**src/rtl/histogram_median_filter_2d_unit_assert.svh**
```systemverilog
// Assertion macros shared by the median filter block.
`ifndef HISTOGRAM_MEDIAN_FILTER_2D_UNIT_ASSERT_SVH
`define HISTOGRAM_MEDIAN_FILTER_2D_UNIT_ASSERT_SVH
`ifndef SYNTHESIS
`define HMF_ASSERT_IMP(label, clk, rst, a, b) \
  label: assert property (@(posedge clk) disable iff (rst) (a) |-> (b)) \
    else $error("implication check failed");
`define HMF_ASSERT_NEXT(label, clk, rst, a, b) \
  label: assert property (@(posedge clk) disable iff (rst) (a) |=> (b)) \
    else $error("next-cycle check failed");
`else
`define HMF_ASSERT_IMP(label, clk, rst, a, b)
`define HMF_ASSERT_NEXT(label, clk, rst, a, b)
`endif
`endif

```
**src/rtl/hmf2d_pkg.sv**
```systemverilog
// Shared types and constants of the median filter block.
package hmf2d_pkg;
  localparam int WIDTH_BITS   = 11;
  localparam int HEIGHT_BITS  = 13;
  localparam int RADIUS_BITS  = 4;
  localparam int SLOT_BITS    = 5;
  localparam int SIDE_BITS    = 5;
  localparam int COUNT_BITS   = 10;
  localparam int ADDR_FULL    = SLOT_BITS + WIDTH_BITS;
  localparam int HEIGHT_LIMIT = 4096;
  localparam int RADIUS_LIMIT = 15;

  localparam logic [1:0] REG_WIDTH  = 2'd0;
  localparam logic [1:0] REG_HEIGHT = 2'd1;
  localparam logic [1:0] REG_RADIUS = 2'd2;

  localparam logic KIND_PIXEL = 1'b0;
  localparam logic KIND_DRAIN = 1'b1;

  typedef struct packed {
    logic [WIDTH_BITS-1:0]  w;
    logic [HEIGHT_BITS-1:0] h;
    logic [RADIUS_BITS-1:0] r;
  } geom_t;

  typedef struct packed {
    logic [WIDTH_BITS-1:0]  ox;
    logic [HEIGHT_BITS-1:0] oy;
    logic [SLOT_BITS-1:0]   slot;
    logic                   frame_end;
  } job_t;

  typedef struct packed {
    logic                   busy;
    logic [HEIGHT_BITS-1:0] oy;
  } flight_t;
endpackage

```
**src/rtl/hmf2d_queue.sv**
```systemverilog
// Two-entry job queue between the front and back parts.
module hmf2d_queue
  import hmf2d_pkg::*;
(
  input  logic clk,
  input  logic rst,
  input  logic push,
  input  job_t push_job,
  input  logic pop,
  output job_t head,
  output logic empty,
  output logic full
);
  job_t       entry [2];
  logic       wr_ptr;
  logic       rd_ptr;
  logic [1:0] count;

  assign empty = (count == 2'd0);
  assign full  = (count == 2'd2);
  assign head  = entry[rd_ptr];

  always_ff @(posedge clk) begin
    if (push) begin
      entry[wr_ptr] <= push_job;
    end
    if (rst) begin
      wr_ptr <= 1'b0;
      rd_ptr <= 1'b0;
      count  <= 2'd0;
    end else begin
      if (push) begin
        wr_ptr <= ~wr_ptr;
      end
      if (pop) begin
        rd_ptr <= ~rd_ptr;
      end
      if (push && !pop) begin
        count <= count + 2'd1;
      end else if (pop && !push) begin
        count <= count - 2'd1;
      end
    end
  end
endmodule

```
**config.mk**
```make
export PLATFORM = sky130hd
export DESIGN_NAME = hmf2d_queue
export DESIGN_NICKNAME = d
export VERILOG_FILES = /design/src/rtl/histogram_median_filter_2d_unit_assert.svh /design/src/rtl/hmf2d_pkg.sv /design/src/rtl/hmf2d_queue.sv
export SDC_FILE = /design/constraint.sdc
export NUM_CORES = 1
export LEC_CHECK = 0
export BUFFER_PORTS_ARGS = -buffer_cell sky130_fd_sc_hd__buf_2
export CELL_PAD_IN_SITES_DETAIL_PLACEMENT = 2
export CELL_PAD_IN_SITES_GLOBAL_PLACEMENT = 2
export CORE_ASPECT_RATIO = 0.75
export CORE_UTILIZATION = 39
export DETAILED_ROUTE_END_ITERATION = 10
export PLACE_DENSITY_LB_ADDON = 0.3
export SETUP_SLACK_MARGIN = 0.05
export SLEW_MARGIN = 30
export SYNTH_ARGS = -nofsm -noshare
export SYNTH_HDL_FRONTEND = slang
export SYNTH_SLANG_ARGS = --single-unit
```
**constraint.sdc**
```tcl
create_clock -name clk -period 4.25 [get_ports clk]
set_clock_uncertainty 0.2 [all_clocks]
set_input_delay 0.425 -clock clk [delete_from_list [all_inputs] [get_ports clk]]
set_output_delay 0.425 -clock clk [all_outputs]
set_load 0.05 [all_outputs]
```
==> Word-level counts from Yosys, hierarchy flattened <==
Memory sizes are Yosys's and may differ from the RTL's. A register that Yosys moved wholly into a read port is not among the register bits.
Cells that the tools add are included.
{ "word_totals": {"inputBits": 34, "romBits": 0, "ram_bits": 60, "latch_bits": 0, "mem_count": 1, "regBits": 4, "out_inout_bits": 32, "elab_cells": 21} }
{ "memory_table": {"columns": ["memory", "depth", "width", "rd", "rd_ports_with_merged_regs", "wr", "line", "rtl"], "rows": [
  ["entry", 2, 30, 1, 1, 1, "hmf2d_queue.sv:14", "job_t entry [2];"]
]} }
{ "classes": {"reduce_logical": 6, "n_eq_ne": 1, "muxes": 6, "n_bitwise": 2, "add_sub_neg": 2, "n_shift": 0, "order_cmp": 0, "n_div": 0, "n_mul": 0} }
{ "op_table": {"columns": ["op", "n"], "rows": [
  ["$mux W1", 4],
  ["$mux W2", 2],
  ["$add A2 B1 Y2 const B", 1],
  ["$eq A2 B2 Y1 const B", 1],
  ["$logic_and A1 B1 Y1", 2],
  ["$logic_not A1 Y1", 2],
  ["$logic_not A2 Y1", 1],
  ["$not A1 Y1", 2],
  ["$reduce_bool A2 Y1", 1],
  ["$sub A2 B1 Y2 const B", 1]
]} }

==> Depth between registers and ports, before layout <==
{ "depth": {"word_depth": 4, "mapped_depth": 5, "mapped_depth_nobuf": 5} }

==> Least setup slack after synthesis <==
Ideal clock, no wire load.
{ "synth_timing": {"kind": "input to register", "from": "input push", "to": "memory entry[0][0] in the netlist's numbering (enable)", "path_stages": 1, "path_slack_ns": 1.842, "required_time_ns": 3.629, "t_arrival_ns": 1.787, "cell_sequence": "nor2b_1"} }
{ "synth_via": {"elab_chain_len": 2} }
{ "synth_lines": {"columns": ["element", "line", "rtl"], "rows": [
  ["start, declared", "hmf2d_queue.sv:7", "input logic push,"],
  ["$mux W1", "hmf2d_queue.sv:24", "if (push) begin"],
  ["$mux W1 (implied by the code)", "hmf2d_queue.sv:25", "entry[wr_ptr] <= push_job;"],
  ["end, declared", "hmf2d_queue.sv:14", null]
]} }
No other way between the ends.

==> impl_metrics.py <==
metrics = {
    "route": {
        "drt-initial-drc-count": 68,
        "drtAntennaViolNets": 0,
        "wire_per_inst_um": 17.6,
        "viasPerCell": 4.60,
        "drc_errors": 0,
        "vias": 1261,
        "dr.pass1.iters": 2,
        "wl_um": 4820,
    },
    "worst_hold_path": {
        "min_from": "push_job[20]",
        "holdPathEnd": "entry[1][20]$_DFFE_PP_",
        "hold_class": "input pin to flop",
        "holdPathStages": 1,
    },
    "timing": {
        "grt_setup_unrepaired": "false",
        "fin_crit_sh": 0.614,
        "fin_ws_ns": 1.64,
        "fmax_ghz": 0.383,
        "max_slew.worst_pin.slew_ns": 0.698,
        "layout_min_cycle_time_ns": 2.61,
        "finalHoldViolations": 0,
        "setup_viol": 0,
        "setup_tns_ns": 0,
        "finalMaxSlewViolations": 0,
        "max_slew_margin": 0.532,
    },
    "final_layout": {
        "layout.nets": 226,
        "final_layout_size_suffix_gt1_frac": 0.577,
        "num_antenna_cells": 0,
        "syn2layout_area_growth_pct": 25.3,
        "fillers": 559,
    },
    "clock_network": {
        "postCtsSetupBuffers": 0,
        "cts_hold_buf": 0,
        "numCtsBuffers": 9,
        "cts_root_buffer": "clkbuf_8",
        "cts_buffer_depth": 2,
        "clock_sinks": 65,
        "htreeDepth": 3,
        "cts_tree": "built",
        "clock_latency_ns": 0.33,
        "cts_resized": 0,
        "clkTransAtPathRegs_ns": 0.07,
    },
    "global_routing": {
        "grt_pass1_wl_um": 7510,
        "first_global_vias": 1462,
        "grt-ovfl-total": 0,
        "grt_max_degree": 19,
        "antenna_found_initial": 0,
        "gr-usage-all-layers": 0.168,
    },
    "logic_synthesis": {
        "synth.distinct_cells": 15,
        "synth_edf_count": 60,
        "synth_top_cells_by_area": "edfxtp_1 76%, mux2_2 14%, dfxtp_1 4.2%",
        "syn_inst": 115,
        "postSynth.asyncResetShare": 0,
        "synth_top_area_cell": "edfxtp_1",
        "yosysMostFrequentCell": "edfxtp_1",
        "synth_top_area_share": 0.763,
        "yosys_register_bits": 65,
        "synth_commonest_cells": "60 x edfxtp_1, 30 x mux2_2, 5 x dfxtp_1, 5 x nor2_1, 3 x buf_2",
        "synth_fp_nets": 150,
        "seq_area_frac_synth": 0.805,
        "syn_area_mm2": 0.00236,
        "yosys_warnings": 0,
        "syn_avg_cell_area_um2": 20.5,
        "ys.flop_type": "edfxtp_1",
    },
    "setup_path": {
        "r2r_setup_slack_ns": 2.41,
        "end_kind": "output port",
        "crit_fanout": 18,
        "critPathTopFamily": "flip-flops",
        "path_buf_inv": 2,
        "worstPathCellList": "buf_4 > mux2_2 > buf_2",
        "worstPathArrival_ns": 1.98,
        "worstPathRequired_ns": 3.62,
        "slowest_stage": "dfxtp_1",
        "reg2reg_depth": 2,
        "slowest_delay_ns": 0.67,
        "startpoint_type": "flop",
        "r2r-end": "entry[1][4]$_DFFE_PP_",
        "r2r_start": "wr_ptr$_SDFFE_PP0P_",
        "critPathKind": "flop to output port",
    },
    "place": {
        "gp_congestion": 0.708,
        "io_buffers": 65,
        "place_ws_ns": 1.96,
        "dp_hpwl_um": 3500,
    },
    "floorplanning": {
        "rows": 24,
        "die_area_mm2": 0.00638,
        "fp.dieH_um": 69.4,
        "initial_core_util": 0.405,
        "die_w_um": 91.9,
        "core_area_mm2": 0.00583,
        "io_pins": 66,
    },
    "pwr": {
        "p_per_area_mw_per_mm2": 493,
        "cellLeakagePower_uw": 0.00112,
        "vdd.ir_drop.worst_mv": 0.272,
    },
    "run_status": {
        "status": "finished clean",
    },
    "flow_run": {
        "maxCapViolCount": 0,
    },
}
worst max-delay path by stage:
stage	end	cells after the start	startpoint	slack, ns
after floorplan	entry[0][0]$_DFFE_PP_	1	push	1.84
after global placement	head[22]	3	flop	2.02
after detailed placement	head[23]	3	flop	1.96
after CTS	head[23]	3	flop	1.57
after global routing	head[0]	3	flop	1.48
final	head[0]	3	flop	1.64
worst register-to-register path, stage by stage (launching register included):
cell     delay, ns
dfxtp_1       0.40
and2_1        0.55
buf_4         0.38
power breakdown:
| group | switching [µW] | internal, µW |
|---|---|---|
| logic | 189 | 76.3 |
| clock network | 220 | 213 |
| registers | 17.6 | 744 |
| total | 426 | 1030 |
state kept, by name, indices dropped and copies added (netlist names), named ones only:
signal and count:
entry 60, count 2, wr_ptr 1, rd_ptr 1
final cells by class:
| type | count | area, µm² | area share |
|---|---|---|---|
| Multi-Input combinational cell | 46 | 444 | 0.150 |
| Inverter | 1 | 3.75 | 0.00127 |
| Clock buffer | 12 | 135 | 0.0456 |
| Clock inverter | 4 | 30.0 | 0.0101 |
| Tap cell | 78 | 97.6 | 0.0330 |
| Timing Repair Buffer | 68 | 348 | 0.117 |
| Sequential cell | 65 | 1900 | 0.642 |
through the flow:
step | hold WS, ns | power, µW | instance area (µm²) | utilization | cells
after floorplan | 0.261 | 968 | 2360 | - | 115
after global placement | 0.277 | 1030 | 2800 | 0.480 | 258
after detailed placement | 0.343 | 1050 | 2800 | 0.480 | 258
after CTS | 0.0690 | 1480 | 2960 | 0.508 | 274
after global routing | 0.0555 | 1520 | 2960 | 0.508 | 274
final | 0.0810 | 1460 | 2960 | 0.508 | 274
layout by cell type, fill, tap and decap left out:
cell / synthesis / final
buf_2: 3 / 65
edfxtp_1: 60 / 60
mux2_2: 30 / 30
clkbuf_8: 0 / 9
nor2_1: 5 / 5
dfxtp_1: 5 / 5
clkbuf_1: 0 / 3
buf_4: 0 / 3
xnor2_1: 2 / 2
xor2_1: 2 / 2
clkinv_4: 0 / 2
inv_1: 1 / 1
and2b_2: 1 / 1
and2_1: 1 / 1
nor2b_2: 0 / 1
o21ai_0: 1 / 1
or3_1: 1 / 1
a21oi_1: 1 / 1
ha_1: 1 / 1
clkinvlp_4: 0 / 1
clkinv_2: 0 / 1
logic make-up (layout without fill, tap and decap cells):
kind of cell	Yosys count	count (layout)	share of synthesized area
and+or+nand+nor	9	9	0.0196
adders and majority gates	1	1	0.00530
xor gates and xnor gates	4	4	0.0148
DFF	65	65	0.805
muxes	30	30	0.143
buffers and inverters	4	85	0.00794
AOI/OAI and AO/OA	2	2	0.00423
layer usage:
layer / GRT usage / routed length [µm]
met1: 0.176 / 1850
met2: 0.298 / 2630
met3: 0.0779 / 308
met4: 0.0521 / 35
met5: 0 / 0
Note: power is estimated with default switching activity, not from simulation.
