<file path="src/rtl/histogram_median_filter_2d_unit_assert.svh">
// Assertion macros shared by the median filter block.
`ifndef HISTOGRAM_MEDIAN_FILTER_2D_UNIT_ASSERT_SVH
`define HISTOGRAM_MEDIAN_FILTER_2D_UNIT_ASSERT_SVH
`ifndef SYNTHESIS
`define HMF_ASSERT_IMP(label, clk, rst, a, b) \
  label: assert property (@(posedge clk) disable iff (rst) (a) |-> (b)) \
    else $error("implication check failed");
`define HMF_ASSERT_NEXT(label, clk, rst, a, b) \
  label: assert property (@(posedge clk) disable iff (rst) (a) |=> (b)) \
    else $error("next-cycle check failed");
`else
`define HMF_ASSERT_IMP(label, clk, rst, a, b)
`define HMF_ASSERT_NEXT(label, clk, rst, a, b)
`endif
`endif

</file>
<file path="src/rtl/hmf2d_pkg.sv">
// Shared types and constants of the median filter block.
package hmf2d_pkg;
  localparam int WIDTH_BITS   = 11;
  localparam int HEIGHT_BITS  = 13;
  localparam int RADIUS_BITS  = 4;
  localparam int SLOT_BITS    = 5;
  localparam int SIDE_BITS    = 5;
  localparam int COUNT_BITS   = 10;
  localparam int ADDR_FULL    = SLOT_BITS + WIDTH_BITS;
  localparam int HEIGHT_LIMIT = 4096;
  localparam int RADIUS_LIMIT = 15;

  localparam logic [1:0] REG_WIDTH  = 2'd0;
  localparam logic [1:0] REG_HEIGHT = 2'd1;
  localparam logic [1:0] REG_RADIUS = 2'd2;

  localparam logic KIND_PIXEL = 1'b0;
  localparam logic KIND_DRAIN = 1'b1;

  typedef struct packed {
    logic [WIDTH_BITS-1:0]  w;
    logic [HEIGHT_BITS-1:0] h;
    logic [RADIUS_BITS-1:0] r;
  } geom_t;

  typedef struct packed {
    logic [WIDTH_BITS-1:0]  ox;
    logic [HEIGHT_BITS-1:0] oy;
    logic [SLOT_BITS-1:0]   slot;
    logic                   frame_end;
  } job_t;

  typedef struct packed {
    logic                   busy;
    logic [HEIGHT_BITS-1:0] oy;
  } flight_t;
endpackage

</file>
<file path="src/rtl/hmf2d_back.sv">
// Back part: window median by a bitwise search over counting passes.
module hmf2d_back
  import hmf2d_pkg::*;
#(
  parameter int SAMPLE_BITS = 8
) (
  input  logic                   clk,
  input  logic                   rst,
  input  geom_t                  geom,
  input  job_t                   head,
  input  logic                   q_empty,
  output logic                   pop,
  output logic                   busy,
  output logic [HEIGHT_BITS-1:0] busy_oy,
  output logic [ADDR_FULL-1:0]   rd_addr,
  input  logic [SAMPLE_BITS-1:0] rd_data,
  output logic                   result_valid,
  input  logic                   result_ready,
  output logic [SAMPLE_BITS-1:0] median,
  output logic                   frame_end
);
  localparam int BIT_BITS = (SAMPLE_BITS > 1) ? $clog2(SAMPLE_BITS) : 1;

  typedef enum logic [2:0] {
    ST_IDLE, ST_SETUP, ST_SCAN, ST_FLUSH, ST_DECIDE, ST_OUTPUT
  } state_t;

  state_t                 state;
  job_t                   job;
  logic [WIDTH_BITS-1:0]  x0;
  logic [WIDTH_BITS-1:0]  x1;
  logic [HEIGHT_BITS-1:0] y0;
  logic [HEIGHT_BITS-1:0] y1;
  logic [SLOT_BITS-1:0]   slot0;
  logic [WIDTH_BITS-1:0]  x;
  logic [HEIGHT_BITS-1:0] y;
  logic [SLOT_BITS-1:0]   yslot;
  logic [COUNT_BITS-1:0]  bound;
  logic [COUNT_BITS-1:0]  cnt;
  logic [SAMPLE_BITS-1:0] prefix;
  logic [BIT_BITS-1:0]    bitn;
  logic                   rd_valid;

  logic [WIDTH_BITS:0]    xs;
  logic [HEIGHT_BITS:0]   ys;
  logic [WIDTH_BITS-1:0]  x0c;
  logic [WIDTH_BITS-1:0]  x1c;
  logic [HEIGHT_BITS-1:0] y0c;
  logic [HEIGHT_BITS-1:0] y1c;
  logic [SIDE_BITS-1:0]   nx;
  logic [SIDE_BITS-1:0]   ny;
  logic [COUNT_BITS-1:0]  area;
  logic [SLOT_BITS-1:0]   slot0c;
  logic [SAMPLE_BITS-1:0] test;
  logic [SAMPLE_BITS-1:0] prefix_next;
  logic [SLOT_BITS-1:0]   last_slot;

  assign pop     = (state == ST_IDLE) && !q_empty;
  assign busy    = (state != ST_IDLE);
  assign busy_oy = job.oy;
  assign rd_addr = {yslot, x};

  always_comb begin
    last_slot = {geom.r, 1'b1};
    xs  = {1'b0, job.ox} + (WIDTH_BITS + 1)'(geom.r);
    x1c = (xs < {1'b0, geom.w}) ? xs[WIDTH_BITS-1:0] : geom.w - WIDTH_BITS'(1);
    x0c = (job.ox >= WIDTH_BITS'(geom.r)) ? job.ox - WIDTH_BITS'(geom.r) : '0;
    ys  = {1'b0, job.oy} + (HEIGHT_BITS + 1)'(geom.r);
    y1c = (ys < {1'b0, geom.h}) ? ys[HEIGHT_BITS-1:0] : geom.h - HEIGHT_BITS'(1);
    y0c = (job.oy >= HEIGHT_BITS'(geom.r)) ? job.oy - HEIGHT_BITS'(geom.r) : '0;
    nx   = SIDE_BITS'(x1c - x0c + WIDTH_BITS'(1));
    ny   = SIDE_BITS'(y1c - y0c + HEIGHT_BITS'(1));
    area = COUNT_BITS'(nx) * COUNT_BITS'(ny);
    if (job.oy < HEIGHT_BITS'(geom.r)) begin
      slot0c = '0;
    end else if (job.slot >= SLOT_BITS'(geom.r)) begin
      slot0c = job.slot - SLOT_BITS'(geom.r);
    end else begin
      slot0c = SLOT_BITS'({1'b0, job.slot} + (SLOT_BITS + 1)'(geom.r) + (SLOT_BITS + 1)'(2));
    end
    for (int i = 0; i < SAMPLE_BITS; i++) begin
      test[i] = prefix[i] | (i < int'(bitn));
    end
    prefix_next = prefix;
    if (!(cnt > bound)) begin
      prefix_next[bitn] = 1'b1;
    end
  end

  always_ff @(posedge clk) begin
    if (rst) begin
      state        <= ST_IDLE;
      rd_valid     <= 1'b0;
      result_valid <= 1'b0;
    end else begin
      rd_valid <= (state == ST_SCAN);
      if (rd_valid && (rd_data <= test)) begin
        cnt <= cnt + COUNT_BITS'(1);
      end
      if (result_valid && result_ready) begin
        result_valid <= 1'b0;
      end
      unique case (state)
        ST_IDLE: begin
          if (!q_empty) begin
            job   <= head;
            state <= ST_SETUP;
          end
        end
        ST_SETUP: begin
          x0     <= x0c;
          x1     <= x1c;
          y0     <= y0c;
          y1     <= y1c;
          slot0  <= slot0c;
          x      <= x0c;
          y      <= y0c;
          yslot  <= slot0c;
          bound  <= area >> 1;
          cnt    <= '0;
          prefix <= '0;
          bitn   <= BIT_BITS'(SAMPLE_BITS - 1);
          state  <= ST_SCAN;
        end
        ST_SCAN: begin
          if (x == x1) begin
            x <= x0;
            if (y == y1) begin
              state <= ST_FLUSH;
            end else begin
              y     <= y + HEIGHT_BITS'(1);
              yslot <= (yslot == last_slot) ? '0 : yslot + SLOT_BITS'(1);
            end
          end else begin
            x <= x + WIDTH_BITS'(1);
          end
        end
        ST_FLUSH: begin
          state <= ST_DECIDE;
        end
        ST_DECIDE: begin
          prefix <= prefix_next;
          if (bitn == '0) begin
            state <= ST_OUTPUT;
          end else begin
            bitn  <= bitn - BIT_BITS'(1);
            x     <= x0;
            y     <= y0;
            yslot <= slot0;
            cnt   <= '0;
            state <= ST_SCAN;
          end
        end
        ST_OUTPUT: begin
          if (!result_valid || result_ready) begin
            result_valid <= 1'b1;
            median       <= prefix;
            frame_end    <= job.frame_end;
            state        <= ST_IDLE;
          end
        end
        default: state <= ST_IDLE;
      endcase
    end
  end
endmodule

</file>
<file path="config.mk">
export PLATFORM = sky130hd
export DESIGN_NAME = hmf2d_back
export DESIGN_NICKNAME = d
export VERILOG_FILES = /design/src/rtl/histogram_median_filter_2d_unit_assert.svh /design/src/rtl/hmf2d_pkg.sv /design/src/rtl/hmf2d_back.sv
export SDC_FILE = /design/constraint.sdc
export NUM_CORES = 1
export LEC_CHECK = 0
export BUFFER_PORTS_ARGS = -buffer_cell sky130_fd_sc_hd__buf_2
export CAP_MARGIN = 40
export CORE_MARGIN = 2
export CORE_UTILIZATION = 35
export CTS_BUF_LIST = sky130_fd_sc_hd__clkbuf_4 sky130_fd_sc_hd__clkbuf_8
export CTS_CLUSTER_DIAMETER = 50
export DETAILED_ROUTE_END_ITERATION = 6
export PLACE_DENSITY = 0.59
export SYNTH_ARGS = -nofsm -noshare
export SYNTH_HDL_FRONTEND = slang
export SYNTH_SLANG_ARGS = --single-unit
</file>
<file path="constraint.sdc">
create_clock -name clk -period 11.12 [get_ports clk]
set_clock_uncertainty 0.15 [all_clocks]
set_input_delay 2.224 -clock clk [delete_from_list [all_inputs] [get_ports clk]]
set_output_delay 2.224 -clock clk [all_outputs]
set_load 0.005 [all_outputs]
</file>
* After elaboration in Yosys (flattened, before gate mapping)
Index checks and enable logic that the tools add are counted.
** Word-level totals
- Register bits :: 156
- Word-level logic and storage cells :: 138
** Operators by class
- $add $sub $neg :: 18
- Multipliers :: 1
- $lt $le $gt $ge :: 17
- Equal/unequal tests :: 15
- Muxes and demuxes :: 36
- Bitwise operators :: 10
- Reductions and logical operators :: 20
** Operators by type and width (count)
- 2-to-1 mux 13 bit :: 5
- 2-to-1 mux 11 bit :: 4
- case mux 13 bit (3 select lines) :: 1
- case mux 11 bit (3 select lines) :: 1
- 2-to-1 mux 5 bit :: 6
- 2-to-1 mux 10 bit :: 2
- case mux 10 bit (2 select lines) :: 1
- 2-to-1 mux 3 bit :: 6
- case mux 3 bit (6 select lines) :: 1
- case mux 8 bit (2 select lines) :: 1
- adder 5 x 1 -> 5 bit, second input constant :: 3
- case mux 5 bit (3 select lines) :: 1
- AND reduction 3 bit :: 5
- adder 13 x 4 -> 14 bit :: 1
- less-than comparator 14 x 13 -> 1 bit :: 1
- adder 13 x 1 -> 13 bit, second input constant :: 1
- equality test 13 bit :: 1
- >= comparator 13 x 4 -> 1 bit :: 1
- less-than comparator 13 x 4 -> 1 bit :: 1
- subtractor 13 x 1 -> 13 bit, second input constant :: 1
- subtractor 13 x 4 -> 13 bit :: 1
- adder 11 x 4 -> 12 bit :: 1
- less-than comparator 12 x 11 -> 1 bit :: 1
- adder 11 x 1 -> 11 bit, second input constant :: 1
- other kinds (41) :: 69

* Logic depth before layout (Yosys ltp)
- Depth in word-level cells :: 7
- Depth in mapped cells :: 36
- Depth with buffers taken out :: 35

* Worst setup path after synthesis
OpenSTA, ideal clock, no wires.
- Kind :: input port to flip-flop
- Start :: input geom[1] (netlist name)
- End :: register bound[8], data pin
- Setup time :: 0.259 ns
- Arrival time :: 9.332 ns
- Required time :: 10.711 ns
- Setup slack :: 1.379 ns
- Cell stages on the path :: 33
- Path buffers :: 1
- Path through :: inv_1 > ha_1 > nor2b_1 > o21ai_1 > a21oi_1 > nand3_1 > xnor2_1 > ha_1 > and3_1 > a221oi_1 > o21ai_0 > a211oi_2 > clkbuf_1 > nand2_1 > o21ai_0 > ha_1 > ha_1 > a21o_1 > a21oi_1 > xor2_1 > xnor2_4 > xnor2_2 > nand2_1 > fa_1 > fa_1 > fa_1 > inv_1 > ha_1 > a21oi_1 > o21bai_1 > a21oi_1 > o21ai_0 > xnor2_1
** On the way
- Cells in the longest elaborated chain, start to end :: 6
- Elaborated cells between the ends (all ways) :: 17
** Ends and longest elaborated chain
- start: declaration :: line hmf2d_back.sv:9 : input geom_t geom,
- adder 13 x 4 -> 14 bit (*) :: line hmf2d_back.sv:68 : ys = {1'b0, job.oy} + (HEIGHT_BITS + 1)'(geom.r);
- less-than comparator 14 x 13 -> 1 bit :: line hmf2d_back.sv:69 : y1c = (ys < {1'b0, geom.h}) ? ys[HEIGHT_BITS-1:0] : geom.h - HEIGHT_BITS'(1);
- 2-to-1 mux 13 bit (*) :: line hmf2d_back.sv:69
- via y1c[2] :: line hmf2d_back.sv:49 : logic [HEIGHT_BITS-1:0] y1c;
- subtractor 5 bit (*) :: line hmf2d_back.sv:72 : ny = SIDE_BITS'(y1c - y0c + HEIGHT_BITS'(1));
- adder 5 x 1 -> 5 bit (*) :: line hmf2d_back.sv:72
- multiplier 5 x 5 -> 10 bit (*) :: line hmf2d_back.sv:73 : area = COUNT_BITS'(nx) * COUNT_BITS'(ny);
- via area[9] :: line hmf2d_back.sv:52 : logic [COUNT_BITS-1:0] area;
- end signal: assignment :: line hmf2d_back.sv:119 : bound <= area >> 1;
- end: declaration :: line hmf2d_back.sv:38 : logic [COUNT_BITS-1:0] bound;
The timed path passes the listed nets; every way through them passes the cells marked *.
A chain may end at the register's enable or synchronous reset.

* Worst setup path in the final report
- Start :: input geom[0] (netlist name)
- End :: register bound[8], data pin
The elaborated chain is that of the path after synthesis.

==> results_dict.tcl <==
set metrics [dict create \
    async_flop_share 0 \
    setup-tns-final_ps 0 \
    clkSinkCount 156 \
    nets 1359 \
    hold_slack_ps 293.3 \
    place_congestion 0.8732 \
    vdd_drop_max_uv 220.1 \
    ant_nets 0 \
    synthCells 1069 \
    drt_drc_violations_left 0 \
    routed_wl_mm 25.35 \
    p_clk_frac 0.129 \
    p_switching_mw 1.504 \
    grt_pass1_wl_mm 40.91 \
    antenna_found_initial 0 \
    hold_start "prefix[7]" \
    fp.dieW_um 181.3 \
    rsz0062_at_grt "false" \
    cp_slowest_stage_delay_ps 540 \
    maxCapViolCount 0 \
    setup_violations 0 \
    synth_area_um2 11000 \
    drive_gt1_frac 0.1535 \
    wl_per_cell_um 16.09 \
    switching_share 0.4226 \
    cts_root_buf "clkbuf_8" \
    hold_viol 0 \
    drtPass1Iterations 5 \
    max_freq_mhz 100.6 \
    dp_hpwl_mm 19.70 \
    gr-total-overflow 0 \
    seq_power_share 0.299 \
    syn-mean-instance-area_um2 10.29 \
    crit_top_cell "ha_1" \
    max_slew.worst_pin.slew_ps 930.4 \
    grt_pass1_vias 7859 \
    cts_inserted_buffers 17 \
    h-tree-depth 4 \
    timing.final.max_slew_violations 0 \
    start_util 0.3577 \
    yosysTopAreaCell "edfxtp_1" \
    coreArea_um2 30750 \
    slew-limit-headroom 0.3798 \
    required_ps 11200 \
    cts_resized 0 \
    layout_common_cells "151 x edfxtp_1, 110 x buf_2, 106 x ha_1" \
    cp-start-kind "input pin" \
    status "finished clean" \
    synth_edf_count 151 \
    power.density_nw_per_um2 288.0 \
    final_common_cell "edfxtp_1" \
    critical_path_arrival_ps 10020 \
    placed_area_um2 11940 \
    grt_max_degree 63 \
    rrSetupSlack_ps 2750 \
    io_buffer_count 110 \
    crit_slowest_cell "fa_1" \
    synth_fp_nets 1262 \
    die_h_um 181.3 \
    ys_seq_area_frac 0.4214 \
    p_comb_frac 0.572 \
    cp-end-kind "register" \
    min-delay-path-class "reg -> reg" \
    yosysTopAreaCellShare 0.4123 \
    synth_area_leaders "edfxtp_1 41%, ha_1 12%, xnor2_1 6.0%" \
    critPathMaxFanout 18 \
    postLayoutCellArea_um2 12360 \
    postCtsHoldBufs 0 \
    postCtsSetupRepairBufs 0 \
    ys_types 66 \
    yosysWarnings 0 \
    min_period_ps 9941 \
    ys_ff_latch 156 \
    areaGrowthSynthToFinish_pct 12.34 \
    io_pins 111 \
    num_antenna_cells 0 \
    leakage_nw 5.089 \
    reg2reg_depth 33 \
    reg2reg_to "bound[8]" \
    internal_power_mw 2.055 \
    routed_via_density 5.043 \
    path_clk_slew_ps 110 \
    crit_type "in -> reg" \
    cts_tree "built" \
    r2r-start "busy_oy[0]" \
    fin_crit_sh 0.8940 \
    clock_path_buffers 2 \
    drt_iter0_markers 451 \
    die-area_um2 32860 \
    clkLatencyLatePin_ps 480 \
    whs_path_depth 0 \
    grtUsageTotal 0.1564 \
    fp-row-count 64 \
    yosys_most_used_dff "edfxtp_1" \
    holdPathEnd "median[7]" \
    num_vias 7942 \
]
state kept, by name (all words and copies together) (netlist names):
register and flops:
prefix 8, state 3, x 11, cnt 10
bound 9, job 17, y0 13, y 13
frame_end 1, result_valid 1, busy_oy 13, x0 11
median 8, slot0 5, rd_valid 1, yslot 5
y1 13, x1 11, bitn 3
layout make-up:
cell class,instances,area [um2]
clock buffers,18,241.5
repair buffers,124,678.2
flip-flops and latches,156,4634
multi-input cells,774,5783
clock inverters,14,173.9
inverters,93,349.1
well taps,396,495.5
fillers,3017,18390
power groups by stage:
stage / registers [mW] / logic [mW] / clock network [mW]
CTS: 1.07 / 2.05 / 0.473
finish: 1.07 / 2.03 / 0.459
floorplan: 1.03 / 1.59 / 0
detailed placement: 1.08 / 2.03 / 0
global route: 1.08 / 2.34 / 0.498
global placement: 1.08 / 1.97 / 0
kinds of logic after synthesis:
kind of cell / share of synthesized area
AND/OR/NAND/NOR: 0.1476
XOR/XNOR: 0.1019
AO/OA/AOI/OAI: 0.1147
buffers and inverters: 0.05392
multiplexers: 0.008988
flip-flops: 0.4214
adder cells (fa/ha/maj): 0.1515
how the worst max path moves through the flow:
stage / start / to / slack [ps]
after CTS: geom[0] / bound[8] / 1240
after global routing: geom[0] / bound[8] / 630
after detailed placement: geom[0] / bound[8] / 730
after global placement: geom[0] / bound[8] / 1000
after floorplan: geom[1] / bound[8] / 1380
final: geom[0] / bound[8] / 1180
metrics by stage:
stage	std cells	total power, mW	worst slack [ps]	utilization
after global placement	1538	3.053	1002	0.3864
after floorplan	1069	2.622	1379	-
after global routing	1575	3.925	630.9	0.4018
after detailed placement	1543	3.108	726.3	0.3883
final	1575	3.559	1179	0.4018
after CTS	1575	3.594	1236	0.4018
routing by layer:
metal  track usage  up-vias  share of wire
li1              -     4000              -
met2        0.2533      192           0.46
met1        0.2141     3727           0.48
met3       0.02822       23          0.045
met5             0        -              0
met4       0.04455        0          0.014
cells in the mapped netlist (17+ instances only):
cell,number
a21o_1,19
a21oi_1,48
and2_1,20
and3_1,18
clkbuf_1,23
edfxtp_1,151
fa_1,17
ha_1,106
inv_1,93
nand2_1,77
nand3_1,22
nand4_1,17
nor2_1,90
nor3_1,24
o21ai_0,40
xnor2_1,75
xor2_1,48
worst max-delay path, delay by kind of cell:
kind	cells	cell delay [ps]
AO/OA/AOI/OAI	12	2300
XOR/XNOR	5	1070
adder cells (fa/ha/maj)	9	3430
buffers and inverters	4	570
AND/OR/NAND/NOR	4	430
Power figures use the tool's default switching activity.
