==> src/rtl/histogram_median_filter_2d_unit_assert.svh <==
// Assertion macros shared by the median filter block.
`ifndef HISTOGRAM_MEDIAN_FILTER_2D_UNIT_ASSERT_SVH
`define HISTOGRAM_MEDIAN_FILTER_2D_UNIT_ASSERT_SVH
`ifndef SYNTHESIS
`define HMF_ASSERT_IMP(label, clk, rst, a, b) \
  label: assert property (@(posedge clk) disable iff (rst) (a) |-> (b)) \
    else $error("implication check failed");
`define HMF_ASSERT_NEXT(label, clk, rst, a, b) \
  label: assert property (@(posedge clk) disable iff (rst) (a) |=> (b)) \
    else $error("next-cycle check failed");
`else
`define HMF_ASSERT_IMP(label, clk, rst, a, b)
`define HMF_ASSERT_NEXT(label, clk, rst, a, b)
`endif
`endif

==> src/rtl/hmf2d_pkg.sv <==
// Shared types and constants of the median filter block.
package hmf2d_pkg;
  localparam int WIDTH_BITS   = 11;
  localparam int HEIGHT_BITS  = 13;
  localparam int RADIUS_BITS  = 4;
  localparam int SLOT_BITS    = 5;
  localparam int SIDE_BITS    = 5;
  localparam int COUNT_BITS   = 10;
  localparam int ADDR_FULL    = SLOT_BITS + WIDTH_BITS;
  localparam int HEIGHT_LIMIT = 4096;
  localparam int RADIUS_LIMIT = 15;

  localparam logic [1:0] REG_WIDTH  = 2'd0;
  localparam logic [1:0] REG_HEIGHT = 2'd1;
  localparam logic [1:0] REG_RADIUS = 2'd2;

  localparam logic KIND_PIXEL = 1'b0;
  localparam logic KIND_DRAIN = 1'b1;

  typedef struct packed {
    logic [WIDTH_BITS-1:0]  w;
    logic [HEIGHT_BITS-1:0] h;
    logic [RADIUS_BITS-1:0] r;
  } geom_t;

  typedef struct packed {
    logic [WIDTH_BITS-1:0]  ox;
    logic [HEIGHT_BITS-1:0] oy;
    logic [SLOT_BITS-1:0]   slot;
    logic                   frame_end;
  } job_t;

  typedef struct packed {
    logic                   busy;
    logic [HEIGHT_BITS-1:0] oy;
  } flight_t;
endpackage

==> src/rtl/hmf2d_front.sv <==
// Front part: registers, line store writes and output job scheduling.
module hmf2d_front
  import hmf2d_pkg::*;
#(
  parameter int SAMPLE_BITS = 8,
  parameter int MAX_WIDTH   = 1024,
  parameter int MAX_RADIUS  = 15
) (
  input  logic                   clk,
  input  logic                   rst,
  input  logic                   psel,
  input  logic                   penable,
  input  logic                   pwrite,
  input  logic [3:0]             paddr,
  input  logic [31:0]            pwdata,
  output logic [31:0]            prdata,
  input  logic                   item_valid,
  output logic                   item_ready,
  input  logic                   kind,
  input  logic [SAMPLE_BITS-1:0] sample,
  input  logic                   frame_start,
  output logic                   wr_en,
  output logic [ADDR_FULL-1:0]   wr_addr,
  output logic [SAMPLE_BITS-1:0] wr_data,
  output logic                   push,
  output job_t                   push_job,
  input  logic                   q_full,
  input  flight_t                flight,
  output geom_t                  geom
);
  localparam int W_MAX = (MAX_WIDTH > 2047) ? 2047 : MAX_WIDTH;
  localparam int R_MAX = (MAX_RADIUS > RADIUS_LIMIT) ? RADIUS_LIMIT : MAX_RADIUS;
  localparam int W_RST = (W_MAX < 1024) ? W_MAX : 1024;
  localparam logic [WIDTH_BITS-1:0]  W_MAX_L = WIDTH_BITS'(W_MAX);
  localparam logic [WIDTH_BITS-1:0]  W_RST_L = WIDTH_BITS'(W_RST);
  localparam logic [RADIUS_BITS-1:0] R_MAX_L = RADIUS_BITS'(R_MAX);
  localparam logic [HEIGHT_BITS-1:0] H_MAX_L = HEIGHT_BITS'(HEIGHT_LIMIT);

  geom_t                  cfg;
  geom_t                  act;
  logic [WIDTH_BITS-1:0]  in_col;
  logic [HEIGHT_BITS-1:0] in_row;
  logic [SLOT_BITS-1:0]   in_slot;
  logic [WIDTH_BITS-1:0]  out_col;
  logic [HEIGHT_BITS-1:0] out_row;
  logic [SLOT_BITS-1:0]   out_slot;

  logic                   accept;
  logic                   start;
  logic                   hazard_ok;
  logic                   cfg_wr;
  geom_t                  g;
  logic [WIDTH_BITS-1:0]  ic;
  logic [HEIGHT_BITS-1:0] ir;
  logic [SLOT_BITS-1:0]   is;
  logic [WIDTH_BITS-1:0]  oc;
  logic [HEIGHT_BITS-1:0] orow;
  logic [SLOT_BITS-1:0]   os;
  logic [WIDTH_BITS-1:0]  in_col_next;
  logic [HEIGHT_BITS-1:0] in_row_next;
  logic [SLOT_BITS-1:0]   in_slot_next;
  logic [WIDTH_BITS-1:0]  out_col_next;
  logic [HEIGHT_BITS-1:0] out_row_next;
  logic [SLOT_BITS-1:0]   out_slot_next;
  logic [WIDTH_BITS:0]    rx_sum;
  logic [HEIGHT_BITS:0]   ry_sum;
  logic [WIDTH_BITS-1:0]  rx;
  logic [HEIGHT_BITS-1:0] ry;
  logic [HEIGHT_BITS:0]   row_limit;
  logic [SLOT_BITS-1:0]   last_slot;
  logic [WIDTH_BITS-1:0]  v_w;
  logic [HEIGHT_BITS-1:0] v_h;
  logic [RADIUS_BITS-1:0] v_r;

  assign geom   = act;
  assign cfg_wr = psel && penable && pwrite;

  always_comb begin
    v_w = pwdata[WIDTH_BITS-1:0];
    if (v_w == '0) begin
      v_w = WIDTH_BITS'(1);
    end else if (v_w > W_MAX_L) begin
      v_w = W_MAX_L;
    end
    v_h = pwdata[HEIGHT_BITS-1:0];
    if (v_h == '0) begin
      v_h = HEIGHT_BITS'(1);
    end else if (v_h > H_MAX_L) begin
      v_h = H_MAX_L;
    end
    v_r = pwdata[RADIUS_BITS-1:0];
    if (v_r == '0) begin
      v_r = RADIUS_BITS'(1);
    end else if (v_r > R_MAX_L) begin
      v_r = R_MAX_L;
    end
  end

  always_comb begin
    unique case (paddr[3:2])
      REG_WIDTH:  prdata = 32'(cfg.w);
      REG_HEIGHT: prdata = 32'(cfg.h);
      REG_RADIUS: prdata = 32'(cfg.r);
      default:    prdata = 32'd0;
    endcase
  end

  always_comb begin
    row_limit = {1'b0, flight.oy} + (HEIGHT_BITS + 1)'(act.r) + (HEIGHT_BITS + 1)'(2);
    if (kind == KIND_DRAIN) begin
      hazard_ok = 1'b1;
    end else if (frame_start) begin
      hazard_ok = !flight.busy;
    end else begin
      hazard_ok = !flight.busy || (in_row >= act.h) || ({1'b0, in_row} < row_limit);
    end
    item_ready = !q_full && hazard_ok;
    accept     = item_valid && item_ready;
    start      = accept && (kind == KIND_PIXEL) && frame_start;

    g    = start ? cfg : act;
    ic   = start ? '0 : in_col;
    ir   = start ? '0 : in_row;
    is   = start ? '0 : in_slot;
    oc   = start ? '0 : out_col;
    orow = start ? '0 : out_row;
    os   = start ? '0 : out_slot;
    last_slot = {g.r, 1'b1};

    wr_en   = accept && (kind == KIND_PIXEL) && (ir < g.h);
    wr_addr = {is, ic};
    wr_data = sample;

    in_col_next  = ic;
    in_row_next  = ir;
    in_slot_next = is;
    if (wr_en) begin
      if ({1'b0, ic} + (WIDTH_BITS + 1)'(1) == {1'b0, g.w}) begin
        in_col_next  = '0;
        in_row_next  = ir + HEIGHT_BITS'(1);
        in_slot_next = (is == last_slot) ? '0 : is + SLOT_BITS'(1);
      end else begin
        in_col_next = ic + WIDTH_BITS'(1);
      end
    end

    rx_sum = {1'b0, oc} + (WIDTH_BITS + 1)'(g.r);
    rx     = (rx_sum < {1'b0, g.w}) ? rx_sum[WIDTH_BITS-1:0] : g.w - WIDTH_BITS'(1);
    ry_sum = {1'b0, orow} + (HEIGHT_BITS + 1)'(g.r);
    ry     = (ry_sum < {1'b0, g.h}) ? ry_sum[HEIGHT_BITS-1:0] : g.h - HEIGHT_BITS'(1);

    push = accept && (orow < g.h) &&
           ((in_row_next > ry) || ((in_row_next == ry) && (in_col_next > rx)));
    push_job.ox        = oc;
    push_job.oy        = orow;
    push_job.slot      = os;
    push_job.frame_end = (oc == g.w - WIDTH_BITS'(1)) && (orow == g.h - HEIGHT_BITS'(1));

    out_col_next  = oc;
    out_row_next  = orow;
    out_slot_next = os;
    if (push) begin
      if ({1'b0, oc} + (WIDTH_BITS + 1)'(1) == {1'b0, g.w}) begin
        out_col_next  = '0;
        out_row_next  = orow + HEIGHT_BITS'(1);
        out_slot_next = (os == last_slot) ? '0 : os + SLOT_BITS'(1);
      end else begin
        out_col_next = oc + WIDTH_BITS'(1);
      end
    end
  end

  always_ff @(posedge clk) begin
    if (rst) begin
      cfg.w    <= W_RST_L;
      cfg.h    <= HEIGHT_BITS'(1024);
      cfg.r    <= RADIUS_BITS'(1);
      act.w    <= W_RST_L;
      act.h    <= HEIGHT_BITS'(1024);
      act.r    <= RADIUS_BITS'(1);
      in_col   <= '0;
      in_row   <= '0;
      in_slot  <= '0;
      out_col  <= '0;
      out_row  <= '0;
      out_slot <= '0;
    end else begin
      if (cfg_wr) begin
        unique case (paddr[3:2])
          REG_WIDTH:  cfg.w <= v_w;
          REG_HEIGHT: cfg.h <= v_h;
          REG_RADIUS: cfg.r <= v_r;
          default: begin
          end
        endcase
      end
      if (accept) begin
        act      <= g;
        in_col   <= in_col_next;
        in_row   <= in_row_next;
        in_slot  <= in_slot_next;
        out_col  <= out_col_next;
        out_row  <= out_row_next;
        out_slot <= out_slot_next;
      end
    end
  end
endmodule

==> config.mk <==
export PLATFORM = sky130hd
export DESIGN_NAME = hmf2d_front
export DESIGN_NICKNAME = d
export VERILOG_FILES = /design/src/rtl/histogram_median_filter_2d_unit_assert.svh /design/src/rtl/hmf2d_pkg.sv /design/src/rtl/hmf2d_front.sv
export SDC_FILE = /design/constraint.sdc
export NUM_CORES = 1
export LEC_CHECK = 0
export ABC_AREA = 1
export BUFFER_PORTS_ARGS = -buffer_cell sky130_fd_sc_hd__buf_4
export CORE_MARGIN = 2
export CORE_UTILIZATION = 47
export DETAILED_ROUTE_END_ITERATION = 8
export GPL_TIMING_DRIVEN = 0
export PLACE_DENSITY_LB_ADDON = 0.1
export SETUP_SLACK_MARGIN = 0.15
export SYNTH_ARGS = -nofsm -noshare
export SYNTH_HDL_FRONTEND = slang
export SYNTH_SLANG_ARGS = --single-unit
==> constraint.sdc <==
create_clock -name clk -period 14.2 [get_ports clk]
set_clock_uncertainty 0.2 [all_clocks]
set_input_delay 2.84 -clock clk [delete_from_list [all_inputs] [get_ports clk]]
set_output_delay 2.84 -clock clk [all_outputs]
set_load 0.03 [all_outputs]
* Word level (Yosys, flattened, before mapping) *
Index checks and enable logic that the tools add are counted.
W data, S select, Z words.

word-level totals
  register bits = 114
  logic and storage cells = 102
  output and inout port bits = 117

cells by class
  $lt $le $gt $ge = 11
  bitwise operators = 1
  mux-type cells = 32
  add/subtract/negate cells = 14
  equal/unequal tests = 9
  reductions and logical operators = 23

operator list
  cell                     number
  $mux W13                 9
  $mux W11                 9
  $mux W5                  8
  $pmux W13 S3             1
  $add A13 B4 Y14          2
  $mux W28                 1
  $add A13 B1 Y13 const B  2
  $eq A13 B13 Y1           2
  $lt A13 B13 Y1           2
  $add A11 B1 Y12 const B  2
  $eq A12 B11 Y1           2
  $add A11 B1 Y11 const B  2
  $add A14 B2 Y14 const B  1
  $lt A13 B14 Y1           1
  $lt A14 B13 Y1           1
  $ge A13 B13 Y1           1
  $gt A13 B13 Y1           1
  $gt A13 B13 Y1 const B   1
  $logic_not A13 Y1        1
  $sub A13 B1 Y13 const B  1
  $add A11 B4 Y12          1
  $lt A12 B11 Y1           1
  $eq A11 B11 Y1           1
  $gt A11 B11 Y1           1
  17 further kinds         36

* Depth between registers and ports, before layout *
  depth in word-level cells = 20
  mapped depth = 62
  gate-level depth less buffers = 57

* Least setup slack after synthesis *
OpenSTA, ideal clock, no wires.

  kind = input port to output port
  from = input flight[3] (netlist name)
  to = output push
  stages on the path = 54
  required time = 11.160 ns
  data arrival time = 11.290 ns
  slack = -0.130 ns
  cells stage by stage = ha_1 -> ha_1 -> nand3_1 -> nand2_1 -> nand2_1 -> a21boi_0 -> nand2_1 -> nor3b_1 -> nand3_1 -> xor2_1 -> ha_1 -> inv_1 -> nor2_1 -> o22ai_1 -> nand2_1 -> nand2_1 -> nand2_1 -> a21oi_2 -> [18 not listed] -> nand3_1 -> o2111ai_1 -> clkbuf_1 -> o21ai_1 -> ha_1 -> nand2_1 -> o21ai_0 -> a31oi_1 -> o21ai_0 -> a21boi_0 -> o21ai_0 -> o41ai_1 -> nand2_1 -> nand3_1 -> a21oi_1 -> and3_1 -> clkbuf_1 -> clkbuf_1

RTL lines
  element             line               text
  start: declaration  hmf2d_front.sv:28  input flight_t flight,
  end: declaration    hmf2d_front.sv:25  output logic push,

==> impl_results.md <==
* Hold slack at 0.264 ns
* Fillers at 2396
* Post-synth ARST share at 0%
* Cts bufs inserted at 17
* Number of max-cap violations at 0
* Post-detail-place hpwl at 34.9 mm
* Worst VDD drop at 73.1 uV
* Longest Clk Path Bufs at 2
* Worst-skew pair later-pin latency at 0.43 ns
* Most frequent CP cell: nand2_1
* Initial core utilization at 47.4%
* Max Freq at 72.8 MHz
* Tcrit/Tclk final at 96.7%
* Drt pass-1 iters at 7
* # setup viols final at 0
* CP max FO at 5
* Clk slew on worst S/H paths at 0.07 ns
* Tot GR Track Use at 34.2%
* Port Buf Inserts at 134
* DIE AREA at 25600 sq um
* Gpl congestion at 0.977
* Slowest CP cell: ha_1
* Vias in the first global route at 12300
* Pins over their slew limit at 0
* Seq/Total Area, Yosys at 20.0%
* Final instance area at 14800 sq um
* Final min period at 13.74 ns
* Synth Register Bits at 114
* Chip width at 160 um
* Sink Count at 114
* Worst path max stage delay at 0.33 ns
* Row cnt at 57
* Status: completed
* Vias post-DR at 13400
* Vias per inst at 5.52
* Synth unique cells at 54
* RSZ-0062 raised after global routing: no
* Synth top area cells: dfxtp_1 (20%), nand2_1 (17%), ha_1 (13%)
* Critical Path Source Type: input pin
* Final Power at 995 uW
* Non-Filler Instances at 2435
* DP Area at 12900 sq um
* I/O pins at 184
* Global route overflow at 0
* Yosys warns at 0
* Pleak at 0.00753 uW
* Slew margin rel. at 36.0%
* Layout cells sized above 1 at 20.5%
* Final hold vios at 0
* Mapped Cells at 1865
* # diodes at 0
* Root buffer cell: clkbuf_16
* Dpl cells at 2342
* Global-route wire length before repair at 67.8 mm
* Sequential cell area at 2280 sq um
* Area of the multi-input gates at 8390 sq um
* Critical path class: in -> out
* ANT nets after route at 0
* CP Capture Type: output port
* Cell taking the most area after synthesis: dfxtp_1
* Routed len/inst at 18.6 um
* PD cells at 67.1 nW/um^2
* Crit path DAT at 10.70 ns
* Top-area cell type share of the netlist area at 20.0%
* Synth Cell Area at 11400 sq um
* Largest net degree at the start of global routing at 17
* CTS Hold Bufs at 0
* DRC at 0
* Layout Nets at 2288
* Wirelength, routed at 45.3 mm
* H-tree levels at 4
* Ys flop type: dfxtp_1
* HP Class: reg -> reg
* Core box area at 24100 sq um
* Syn_area_per_cell at 6.12 sq um
* Antenna violations before repair at 0
* CP required at 11.16 ns
* Initial DRC count at 1218
* CTS tree: built
* Layout area overhead at 29.9%
* Die outline height at 160 um
* Post-synth EDFFs at 0
* Pin slew with the least headroom to its limit at 0.959 ns
-- per-layer routing --
| layer | vias up | global-route usage (%) | share of wire (%) | wire length, um |
|---|---|---|---|---|
| li1 | 6515 | - | - | - |
| met1 | 6213 | 43.6 | 41 | 18800 |
| met2 | 603 | 57.0 | 46 | 21100 |
| met3 | 101 | 7.01 | 8.1 | 3670 |
| met4 | 0 | 13.0 | 4.0 | 1800 |
| met5 | - | 0 | 0 | 0 |
-- final cells by class --
class	instances	share of cell area [%]
Tap cell	324	2.73
Sequential cell	114	15.4
Clock buffer	17	2.87
Buffer	72	4.29
Multi-Input combinational cell	1440	56.5
Inverter	256	6.55
Timing Repair Buffer	197	10.6
Clock inverter	15	1.08
-- registers in the layout, summed over array words and instances, names as in the netlist --
signal / count
cfg: 28
in_slot: 5
out_slot: 5
out_row: 13
geom: 28
in_col: 11
out_col: 11
in_row: 13
-- cell families after synthesis --
group	count (synthesis)	synth area share (%)
and+or+nand+nor	1021	38.4
AOI/OAI and AO/OA	234	12.0
xor gates and xnor gates	43	3.42
adders and majority gates	123	13.7
buffers and inverters	329	12.5
DFF	114	20.0
other	1	0.0328
-- report_power, final --
part	internal, uW	switching, uW
clock	250	198
sequential	323	3.62
combinational	78.2	142
-- layout by cell type, fill, tap and decap left out, drive strengths merged, types with 39 or more instances in the layout --
| cell | n |
|---|---|
| nand2 | 539 |
| inv | 263 |
| buf | 245 |
| nor2 | 211 |
| nand3 | 162 |
| ha | 120 |
| dfxtp | 114 |
| a21oi | 95 |
| o21ai | 85 |
| nand4 | 55 |
| clkbuf | 39 |
-- path summary, 6_finish.rpt --
| check | start | end | slack [ns] | cells after the start |
|---|---|---|---|---|
| max | flight[3] | push | 0.46 | 56 |
| min | cfg[21]$_SDFFE_PP0P_ | cfg[21]$_SDFFE_PP0P_ | 0.26 | 2 |
| max reg2reg | geom[1]$_SDFFE_PP0N_ | out_col[6]$_SDFFE_PP0N_ | 4.53 | 62 |
| min reg2reg | cfg[21]$_SDFFE_PP0P_ | cfg[21]$_SDFFE_PP0P_ | 0.26 | 2 |
-- synth_stat cells, types with 4 or more instances --
library cell  count
buf_4            33
nand2_1         532
o21ai_0          48
o21bai_1          4
nor2_2           11
clkbuf_1         23
buf_6             5
o21ai_2          18
nor3_1           23
o22ai_1          19
inv_1           246
buf_2            10
a21oi_1          94
nand2_2           7
inv_2             8
and2_1           12
o211ai_1          5
nand4_1          54
xnor2_1          10
xor2_1           32
o21ai_1          18
dfxtp_1         114
nor2_1          196
nand3b_1          4
a211oi_1          4
nor2_4            4
nand3_1         162
nor4_1            5
ha_1            120
o221ai_1          6
-- critical path: cells and delay by family --
| kind | cells | cell delay (ns) |
|---|---|---|
| compound gates | 17 | 2.05 |
| xor+xnor | 2 | 0.33 |
| fa+ha+maj | 6 | 1.71 |
| buf+inv | 10 | 1.32 |
| simple gates | 21 | 2.45 |
-- repair_timing --
action | CTS | global route
cloned | 1 | 0
resized for setup | 121 | 75
setup endpoints to repair | 1 | 1
pin swaps | 37 | 69
setup buffers | 31 | 30
-- per-stage QoR --
stage | TNS, ns | util [%] | setup WS [ns]
floorplan | 0 | - | 0.172
global route | 0 | 61.6 | 0.112
detailed placement | -3.83 | 53.6 | -2.34
global placement | -6.14 | 53.6 | -2.55
CTS | 0 | 59.2 | 0.155
finish | 0 | 61.6 | 0.462
Note: power is estimated with default switching activity, not from simulation.
